===== src/pssf_pkg.sv =====
`default_nettype none
package pssf_pkg;

    // field widths
    localparam int VALUE_W = 32;
    localparam int INDEX_W = 10;
    localparam int COUNT_W = 11;

    // saturation limit of the kept counter
    localparam int MAX_ITEMS = 1024;

    // one root bit per cell
    localparam int NUM_CELLS = VALUE_W / 2;
    localparam int ROOT_W    = NUM_CELLS;
    localparam int REM_W     = ROOT_W + 1;

    // data handed from one cell to the next
    typedef struct packed {
        logic               valid;
        logic [VALUE_W-1:0] value;
        logic               last_item;
        logic [VALUE_W-1:0] rad;
        logic [REM_W-1:0]   rem;
        logic [ROOT_W-1:0]  root;
    } t_cell_data;

endpackage
`default_nettype wire


===== src/perfect_square_stream_filter.sv =====
// Perfect-square filter for a stream of signed 32-bit values. Positive perfect
// squares are dropped; every other value comes out with its index among the kept
// values of the current array, and an item flagged last_item adds a summary
// result (kept count, saturating at 1024, and a flag if none was kept) after it.
// The block works on one item at a time: the item walks a row of 16 root cells,
// one root bit per cell and cycle, then is sorted into the output register, and
// only then is the next item accepted, so a stalled output side holds the input.
// The output register and a pending summary slot let the next item enter while
// earlier results still wait to be taken.
`default_nettype none
module perfect_square_stream_filter (
    input  wire                                 i_clk,
    input  wire                                 i_rst_n,
    input  wire                                 i_valid,
    output logic                                o_stall,
    input  wire signed [pssf_pkg::VALUE_W-1:0]  i_value,
    input  wire                                 i_last_item,
    output logic                                o_valid,
    input  wire                                 i_stall,
    output logic signed [pssf_pkg::VALUE_W-1:0] o_value_out,
    output logic [pssf_pkg::INDEX_W-1:0]        o_kept_index,
    output logic                                o_is_summary,
    output logic [pssf_pkg::COUNT_W-1:0]        o_kept_count,
    output logic                                o_none_left,
    output logic                                o_run_end
);

    localparam logic [pssf_pkg::COUNT_W-1:0] MaxCount = pssf_pkg::COUNT_W'(pssf_pkg::MAX_ITEMS);
    localparam logic [pssf_pkg::COUNT_W-1:0] MaxIndex =
        pssf_pkg::COUNT_W'(pssf_pkg::MAX_ITEMS - 1);

    pssf_pkg::t_cell_data w_chain_in;
    pssf_pkg::t_cell_data w_chain_out;
    logic                 w_in_xfer;
    logic                 w_out_xfer;
    logic                 w_load;
    logic                 w_square;

    logic                         r_busy,      n_busy;
    logic                         r_hold_v,    n_hold_v;
    logic [pssf_pkg::VALUE_W-1:0] r_hold_value;
    logic                         r_hold_last;
    logic                         r_hold_sq;
    logic [pssf_pkg::COUNT_W-1:0] r_kept,      n_kept;
    logic                         r_out_v,     n_out_v;
    logic [pssf_pkg::VALUE_W-1:0] r_value_out, n_value_out;
    logic [pssf_pkg::INDEX_W-1:0] r_kept_index, n_kept_index;
    logic                         r_is_summary, n_is_summary;
    logic [pssf_pkg::COUNT_W-1:0] r_kept_count, n_kept_count;
    logic                         r_none_left, n_none_left;
    logic                         r_run_end,   n_run_end;
    logic                         r_sum_pend,  n_sum_pend;
    logic [pssf_pkg::COUNT_W-1:0] r_sum_count, n_sum_count;
    logic [pssf_pkg::COUNT_W-1:0] w_kept_inc;
    logic [pssf_pkg::COUNT_W-1:0] w_idx_sat;

    // input transfer and chain feed
    assign o_stall   = r_busy;
    assign w_in_xfer = i_valid && !r_busy;

    always_comb begin
        w_chain_in.valid     = w_in_xfer;
        w_chain_in.value     = i_value;
        w_chain_in.last_item = i_last_item;
        w_chain_in.rad       = i_value;
        w_chain_in.rem       = '0;
        w_chain_in.root      = '0;
    end

    pssf_chain u_chain (
        .i_clk   (i_clk),
        .i_rst_n (i_rst_n),
        .i_data  (w_chain_in),
        .o_data  (w_chain_out)
    );

    // positive and zero remainder means perfect square
    assign w_square = !w_chain_out.value[pssf_pkg::VALUE_W-1]
                      && (w_chain_out.value != '0)
                      && (w_chain_out.rem == '0);

    // hold register behind the last cell
    always_ff @(posedge i_clk) begin
        if (w_chain_out.valid) begin
            r_hold_value <= w_chain_out.value;
            r_hold_last  <= w_chain_out.last_item;
            r_hold_sq    <= w_square;
        end
    end

    // counter arithmetic with saturation
    assign w_kept_inc = (r_kept < MaxCount) ? r_kept + 1'b1 : r_kept;
    assign w_idx_sat  = (r_kept > MaxIndex) ? MaxIndex : r_kept;

    assign w_out_xfer = r_out_v && !i_stall;
    assign w_load     = r_hold_v && (!r_out_v || (w_out_xfer && !r_sum_pend));

    // output queue: element result, then pending summary
    always_comb begin
        n_busy       = r_busy;
        n_hold_v     = r_hold_v;
        n_kept       = r_kept;
        n_out_v      = r_out_v;
        n_value_out  = r_value_out;
        n_kept_index = r_kept_index;
        n_is_summary = r_is_summary;
        n_kept_count = r_kept_count;
        n_none_left  = r_none_left;
        n_run_end    = r_run_end;
        n_sum_pend   = r_sum_pend;
        n_sum_count  = r_sum_count;

        if (w_in_xfer) begin
            n_busy = 1'b1;
        end
        if (w_chain_out.valid) begin
            n_hold_v = 1'b1;
        end

        if (w_out_xfer) begin
            if (r_sum_pend) begin
                n_value_out  = '0;
                n_kept_index = '0;
                n_is_summary = 1'b1;
                n_kept_count = r_sum_count;
                n_none_left  = (r_sum_count == '0);
                n_run_end    = 1'b1;
                n_sum_pend   = 1'b0;
            end else begin
                n_out_v = 1'b0;
            end
        end

        if (w_load) begin
            n_busy   = 1'b0;
            n_hold_v = 1'b0;
            if (!r_hold_sq) begin
                n_out_v      = 1'b1;
                n_value_out  = r_hold_value;
                n_kept_index = w_idx_sat[pssf_pkg::INDEX_W-1:0];
                n_is_summary = 1'b0;
                n_kept_count = '0;
                n_none_left  = 1'b0;
                n_run_end    = !r_hold_last;
                n_kept       = w_kept_inc;
                if (r_hold_last) begin
                    n_sum_pend  = 1'b1;
                    n_sum_count = w_kept_inc;
                    n_kept      = '0;
                end
            end else if (r_hold_last) begin
                n_out_v      = 1'b1;
                n_value_out  = '0;
                n_kept_index = '0;
                n_is_summary = 1'b1;
                n_kept_count = r_kept;
                n_none_left  = (r_kept == '0);
                n_run_end    = 1'b1;
                n_kept       = '0;
            end
        end
    end

    // control registers
    always_ff @(posedge i_clk) begin
        if (!i_rst_n) begin
            r_busy     <= 1'b0;
            r_hold_v   <= 1'b0;
            r_kept     <= '0;
            r_out_v    <= 1'b0;
            r_sum_pend <= 1'b0;
        end else begin
            r_busy     <= n_busy;
            r_hold_v   <= n_hold_v;
            r_kept     <= n_kept;
            r_out_v    <= n_out_v;
            r_sum_pend <= n_sum_pend;
        end
    end

    // result payload
    always_ff @(posedge i_clk) begin
        r_value_out  <= n_value_out;
        r_kept_index <= n_kept_index;
        r_is_summary <= n_is_summary;
        r_kept_count <= n_kept_count;
        r_none_left  <= n_none_left;
        r_run_end    <= n_run_end;
        r_sum_count  <= n_sum_count;
    end

    assign o_valid      = r_out_v;
    assign o_value_out  = r_value_out;
    assign o_kept_index = r_kept_index;
    assign o_is_summary = r_is_summary;
    assign o_kept_count = r_kept_count;
    assign o_none_left  = r_none_left;
    assign o_run_end    = r_run_end;

    // a token leaves the chain only for an item in flight
    a_chain_busy : assert property (@(posedge i_clk) disable iff (!i_rst_n)
        w_chain_out.valid |-> r_busy)
        else $error("chain output without item in flight");

    // held result belongs to the item in flight
    a_hold_busy : assert property (@(posedge i_clk) disable iff (!i_rst_n)
        r_hold_v |-> r_busy)
        else $error("hold register valid while idle");

    // a pending summary always sits behind a shown element result
    a_sum_behind : assert property (@(posedge i_clk) disable iff (!i_rst_n)
        r_sum_pend |-> (r_out_v && !r_is_summary && !r_run_end))
        else $error("pending summary without element result");

    // summary flag agrees with its count
    a_none_left : assert property (@(posedge i_clk) disable iff (!i_rst_n)
        (r_out_v && r_is_summary) |-> (r_none_left == (r_kept_count == '0)))
        else $error("none_left disagrees with kept_count");

    // accepted item blocks the input on the next cycle
    a_accept_busy : assert property (@(posedge i_clk) disable iff (!i_rst_n)
        w_in_xfer |=> r_busy)
        else $error("input not stalled after transfer");

endmodule
`default_nettype wire


===== src/pssf_cell.sv =====
`default_nettype none
module pssf_cell (
    input  wire                  i_clk,
    input  wire                  i_rst_n,
    input  pssf_pkg::t_cell_data i_data,
    output pssf_pkg::t_cell_data o_data
);

    logic [pssf_pkg::REM_W+1:0] w_cur;
    logic [pssf_pkg::REM_W+1:0] w_trial;
    logic [pssf_pkg::REM_W+1:0] w_diff;
    logic                       w_ge;
    pssf_pkg::t_cell_data       r_data;
    pssf_pkg::t_cell_data       n_data;

    // one step of the restoring square root: bring down two bits, try root*4+1
    always_comb begin
        w_cur   = {i_data.rem, i_data.rad[pssf_pkg::VALUE_W-1 -: 2]};
        w_trial = {1'b0, i_data.root, 2'b01};
        w_ge    = (w_cur >= w_trial);
        w_diff  = w_cur - w_trial;
        n_data  = i_data;
        n_data.rad  = {i_data.rad[pssf_pkg::VALUE_W-3:0], 2'b00};
        n_data.rem  = w_ge ? w_diff[pssf_pkg::REM_W-1:0] : w_cur[pssf_pkg::REM_W-1:0];
        n_data.root = {i_data.root[pssf_pkg::ROOT_W-2:0], w_ge};
    end

    // payload moves every cycle, only the token bit is reset
    always_ff @(posedge i_clk) begin
        if (!i_rst_n) begin
            r_data <= {1'b0, n_data.value, n_data.last_item, n_data.rad,
                       n_data.rem, n_data.root};
        end else begin
            r_data <= n_data;
        end
    end

    assign o_data = r_data;

endmodule
`default_nettype wire


===== src/pssf_chain.sv =====
`default_nettype none
module pssf_chain (
    input  wire                  i_clk,
    input  wire                  i_rst_n,
    input  pssf_pkg::t_cell_data i_data,
    output pssf_pkg::t_cell_data o_data
);

    pssf_pkg::t_cell_data w_link [0:pssf_pkg::NUM_CELLS];

    assign w_link[0] = i_data;

    // row of root cells, most significant root bit first
    for (genvar g = 0; g < pssf_pkg::NUM_CELLS; g++) begin : g_cell
        pssf_cell u_cell (
            .i_clk   (i_clk),
            .i_rst_n (i_rst_n),
            .i_data  (w_link[g]),
            .o_data  (w_link[g+1])
        );
    end

    assign o_data = w_link[pssf_pkg::NUM_CELLS];

endmodule
`default_nettype wire


===== config.mk =====
export PLATFORM = sky130hd
export DESIGN_NAME = perfect_square_stream_filter
export DESIGN_NICKNAME = d
export VERILOG_FILES = /design/src/pssf_pkg.sv /design/src/perfect_square_stream_filter.sv /design/src/pssf_cell.sv /design/src/pssf_chain.sv
export SDC_FILE = /design/constraint.sdc
export NUM_CORES = 1
export LEC_CHECK = 0
export BUFFER_PORTS_ARGS = -buffer_cell sky130_fd_sc_hd__buf_4
export CAP_MARGIN = 20
export CORE_MARGIN = 2
export CORE_UTILIZATION = 55
export CTS_CLUSTER_SIZE = 30
export DETAILED_ROUTE_END_ITERATION = 10
export GPL_TIMING_DRIVEN = 0
export PLACE_DENSITY = 0.76
export SLEW_MARGIN = 30
export SYNTH_ARGS = -nofsm -noshare
export SYNTH_HDL_FRONTEND = slang
export SYNTH_HIERARCHICAL = 1
export SYNTH_SLANG_ARGS = --single-unit

===== constraint.sdc =====
create_clock -name i_clk -period 2.62 [get_ports i_clk]
set_input_delay 0.524 -clock i_clk [delete_from_list [all_inputs] [get_ports i_clk]]
set_output_delay 0.524 -clock i_clk [all_outputs]
set_load 0.1 [all_outputs]

=== Yosys cells after proc, flatten, opt, wreduce, memory -nomap -nowiden ===
Cells that the tools add are included.

* Add/subtract/negate cells: 17
* Order comparisons: 18
* Eq/ne operators: 1
* Mux-type cells: 60
* Bitwise logic cells: 2
* Reductions and logical operators: 20

{| class="wikitable"
|+ Operators by type and width
! kind !! count
|-
| $mux W17 || 16
|-
| $mux W32 || 5
|-
| $mux W11 || 9
|-
| $mux W10 || 6
|-
| $reduce_bool A32 Y1 || 1
|-
| $mux W1 || 24
|-
| $logic_not A11 Y1 || 2
|-
| $ge A19 B10 Y1 || 1
|-
| $ge A19 B11 Y1 || 1
|-
| $ge A19 B12 Y1 || 1
|-
| $ge A19 B13 Y1 || 1
|-
| $ge A19 B14 Y1 || 1
|-
| $ge A19 B15 Y1 || 1
|-
| $ge A19 B16 Y1 || 1
|-
| $ge A19 B17 Y1 || 1
|-
| $ge A19 B3 Y1 || 1
|-
| $ge A19 B4 Y1 || 1
|-
| $ge A19 B5 Y1 || 1
|-
| $ge A19 B6 Y1 || 1
|-
| $ge A19 B7 Y1 || 1
|-
| $ge A19 B8 Y1 || 1
|-
| $ge A19 B9 Y1 || 1
|-
| $logic_not A17 Y1 || 1
|-
| $sub A17 B10 Y17 || 1
|-
| 27 further kinds || 38
|}

* Flip-flop bits (word level): 1532
* Bits of input ports: 37
* Output and inout port bits: 58
* Word-level logic and storage cells: 227

=== Depth between registers and ports, before layout ===
* Word-level depth: 6
* Mapped depth: 10
* Gate-level depth less buffers: 8

=== Cells and area by module ===
Netlist, hierarchy kept.

{| class="wikitable"
|+ Modules (own cells, without submodules)
! module !! instances !! cells each !! area an instance (µm²) !! sequential area each (µm²)
|-
| pssf_cell at u_chain.g_cell[0].u_cell ... || 15 || 249 || 3096.7 || 1941.9
|-
| perfect_square_stream_filter || 1 || 341 || 4259.1 || 2772.7
|-
| pssf_cell at u_chain.g_cell[12].u_cell || 1 || 254 || 3124.2 || 1941.9
|}

=== Worst setup path before layout ===
Ideal clock, no wire load.

* Kind: register to register
* From: register u_chain.g_cell[11].u_cell.r_data (netlist bit u_chain/g_cell[11].u_cell/o_data[8])
* To: register u_chain.g_cell[12].u_cell.r_data (netlist bit u_chain/g_cell[12].u_cell/o_data[25])
* Library setup time: 121 ps
* Arrival time: 2250 ps
* Required time: 2499 ps
* Path slack: 249 ps
* Stages on the path, launching flop included: 11
* Path buffers: 2
* Period minus slack after synthesis: 2371 ps
* Cells stage by stage: dfxtp_1 inv_1 ha_1 buf_6 a21oi_2 o21ai_1 a31o_1 a211o_1 a31oi_4 buf_12 mux2_4

{| class="wikitable"
|+ RTL lines
! element !! RTL line !! source
|-
| start: declaration || pssf_cell.sv:13 || <nowiki>pssf_pkg::t_cell_data r_data;</nowiki>
|-
| start signal: assignment || pssf_cell.sv:31 || <nowiki>r_data <= {1'b0, n_data.value, n_data.last_item, n_data.rad,</nowiki>
|-
| start signal: assignment || pssf_cell.sv:34 || <nowiki>r_data <= n_data;</nowiki>
|-
| end signal: assignment || pssf_cell.sv:31 ||
|-
| end signal: assignment || pssf_cell.sv:34 ||
|-
| end: declaration || pssf_cell.sv:13 ||
|}

==> impl_results.md <==
* Slew Viols, Final at 0
* Max-Cap Viols at 0
* VDD IR max at roughly 850 µV
* Fillers at about 6,500
* Max layer used: met4
* CTS root buffer: clkbuf_16
* Initial antenna violation count at 1
* Hold Startpoint: i_rst_n
* Reg clk slew, reported paths at 0.06 ns
* Die footprint at 90,400 µm²
* Max_slew headroom at 0.525
* Via count at 29,100
* DRC at 0
* Routed wl met3 at 4470 µm
* DP Wirelength at 64,600 µm
* TritonRoute pass-1 iters at 6
* Final hold vios at 0
* Worst Skew at 0.0305 ns
* Vias in the first global route at roughly 28,000
* First-pass GRT wire length at around 150,000 µm
* WS Path Type: reg -> reg
* Std cell rows at 108
* Worst endpoint required time at 3.23 ns
* Reg-to-reg startpoint: u_chain/g_cell[3].u_cell/o_data[6]
* Max FO, Critical Path at 10
* Critical path's largest stage delay at approximately 0.4 ns
* IO Count at 95
* Placed insts at 5,338
* Hold path cells at 2
* Crit start category: flip-flop
* Clk sinks at 1,412
* Ant. Diodes at 0
* Gpl congestion at 0.892
* Tightest Pin Transition at 0.703 ns
* CP arrival at between 3 and 4 ns
* Post-layout min period at 2.56 ns
* Most common cell after layout, fill and taps aside: dfxtp_1
* Max Freq at roughly 390 MHz
* CTS tree: yes
* Non-Filler Instances at roughly 5,700
* DP Area at between 50,000 and 60,000 µm²
* Power, Total at 79.6 mW
* Worst hold path type: in -> reg
* P per Cell Area at 1410 nW/µm²
* I/O Buffers at 94
* Synth-to-Final Area Change at 17.0%
* DRT Wirelength at 91,600 µm
* # setup viols final at 0
* Clk_lat worst skew at approximately 0.73 ns
* Period Utilization, post-route at 0.978
* Commonest non-fill, non-tap cells in the layout: dfxtp_1, inv_1, ha_1, a21oi_1, nor2_1
* Worst path cell trace: inv_1 > ha_4 > a21oi_1 > o21ai_1 > a311o_1 > a21o_1 > a21boi_4 > buf_12 > mux2_4
* Die width at 301 µm
* Metal-1 WL at 42,500 µm
* Largest net degree at the start of global routing at 29
* Length of routed met2 wiring at 41,900 µm
* Drt initial violations at 1,724
* Syn Inst Count at between 4,000 and 5,000
* Slowest CP cell: dfxtp_1
* Mapped cell area at 48,400 µm²
* Outcome: complete, no violations
* Element type at the critical path end: flip-flop
* Final ANT Viol Nets at 0
* Synth Warn # at 6
* Core Area at 87,000 µm²
* Clk buf depth at 3
* DIE HEIGHT at approximately 300 µm
* Pleak at approximately 25 nW
* R2r worst-path depth at 9
* CP startpoint: u_chain/g_cell[3].u_cell/o_data[6]
* Initial Util at 0.556
* Num CTS Buffers at 136
* Final hold slack at 0.133 ns
* GRT Total Usage at 0.202
* # H-tree levels at 4
* WL/cell at roughly 16 µm
* Layout cell share with drive strength beyond 1 at 0.169
* Syn Area/Cell at around 12 µm²
* Final instance area at between 50,000 and 60,000 µm²
* Layout Nets at 4,732
* Vias per Instance at 5.12
* GRT Residual Overflow at 0
-- critical path, delay by kind of cell, from the launching register on --
kind / cells / cell delay (ns)
buf+inv: 2 / 0.30
fa+ha+maj: 1 / 0.27
flops: 1 / 0.40
mux: 1 / 0.32
compound gates: 5 / 1.15
-- registers in the layout, indices dropped and copies added (netlist names) --
| register | count |
|---|---|
| r_hold_value | 32 |
| o_is_summary | 1 |
| u_chain/g_cell.u_cell/o_data | 1296 |
| o_kept_count | 11 |
| r_hold_v | 1 |
| o_none_left | 1 |
| r_sum_count | 11 |
| r_hold_sq | 1 |
| o_kept_index | 10 |
| o_run_end | 1 |
| o_stall | 1 |
| o_valid | 1 |
| r_hold_last | 1 |
| r_sum_pend | 1 |
| o_value_out | 32 |
| r_kept | 11 |
-- worst paths after layout --
kind | end | slack (ns)
min reg2reg | u_chain/g_cell[10].u_cell/o_data[81] | 0.31
min | u_chain/g_cell[5].u_cell/o_data[98] | 0.13
max reg2reg | u_chain/g_cell[4].u_cell/o_data[24] | 0.06
max | u_chain/g_cell[4].u_cell/o_data[24] | 0.06
-- metrics by stage --
step                      setup WS [ns]  utilization  TNS (ns)
after CTS                       0.00693        0.647         0
after floorplan                   0.249            -         0
after detailed placement         -0.124        0.584     -3.73
final                            0.0577        0.651         0
after global placement           -0.164        0.584     -3.27
after global routing           -0.00544        0.651  -0.00626
-- final cells by class --
class / instances / area, µm² / area share
Buffer: 41 / 442 / 0.00780
Clock buffer: 189 / 3880 / 0.0686
Clock inverter: 60 / 876 / 0.0155
Inverter: 342 / 1280 / 0.0227
Multi-Input combinational cell: 2293 / 18400 / 0.325
Sequential cell: 1412 / 28700 / 0.507
Tap cell: 1155 / 1450 / 0.0255
Timing Repair Buffer: 179 / 1530 / 0.0270
-- report_power, final --
| group | switching [mW] | internal, mW | leakage [nW] | total, mW |
|---|---|---|---|---|
| Clock | 8.34 | 11.7 | 2.31 | 20.0 |
| Combinational | 15.5 | 16.3 | 11.2 | 31.8 |
| Sequential | 2.25 | 25.6 | 11.9 | 27.8 |
| Total | 26.1 | 53.6 | 25.4 | 79.6 |
-- repair_timing --
item	in CTS	in global routing
endpoints found under the setup margin	86	180
resized for setup	4	76
hold endpoints to repair	65	0
hold buffers	34	0
pin swaps	14	16
setup buffers	34	16
-- layer usage --
metal	global-route usage	vias to the layer above
met5	0	-
met4	0.0769	0
met3	0.0368	155
met2	0.329	678
met1	0.267	13500
li1	-	14700
(Power assumes the default switching activity.)
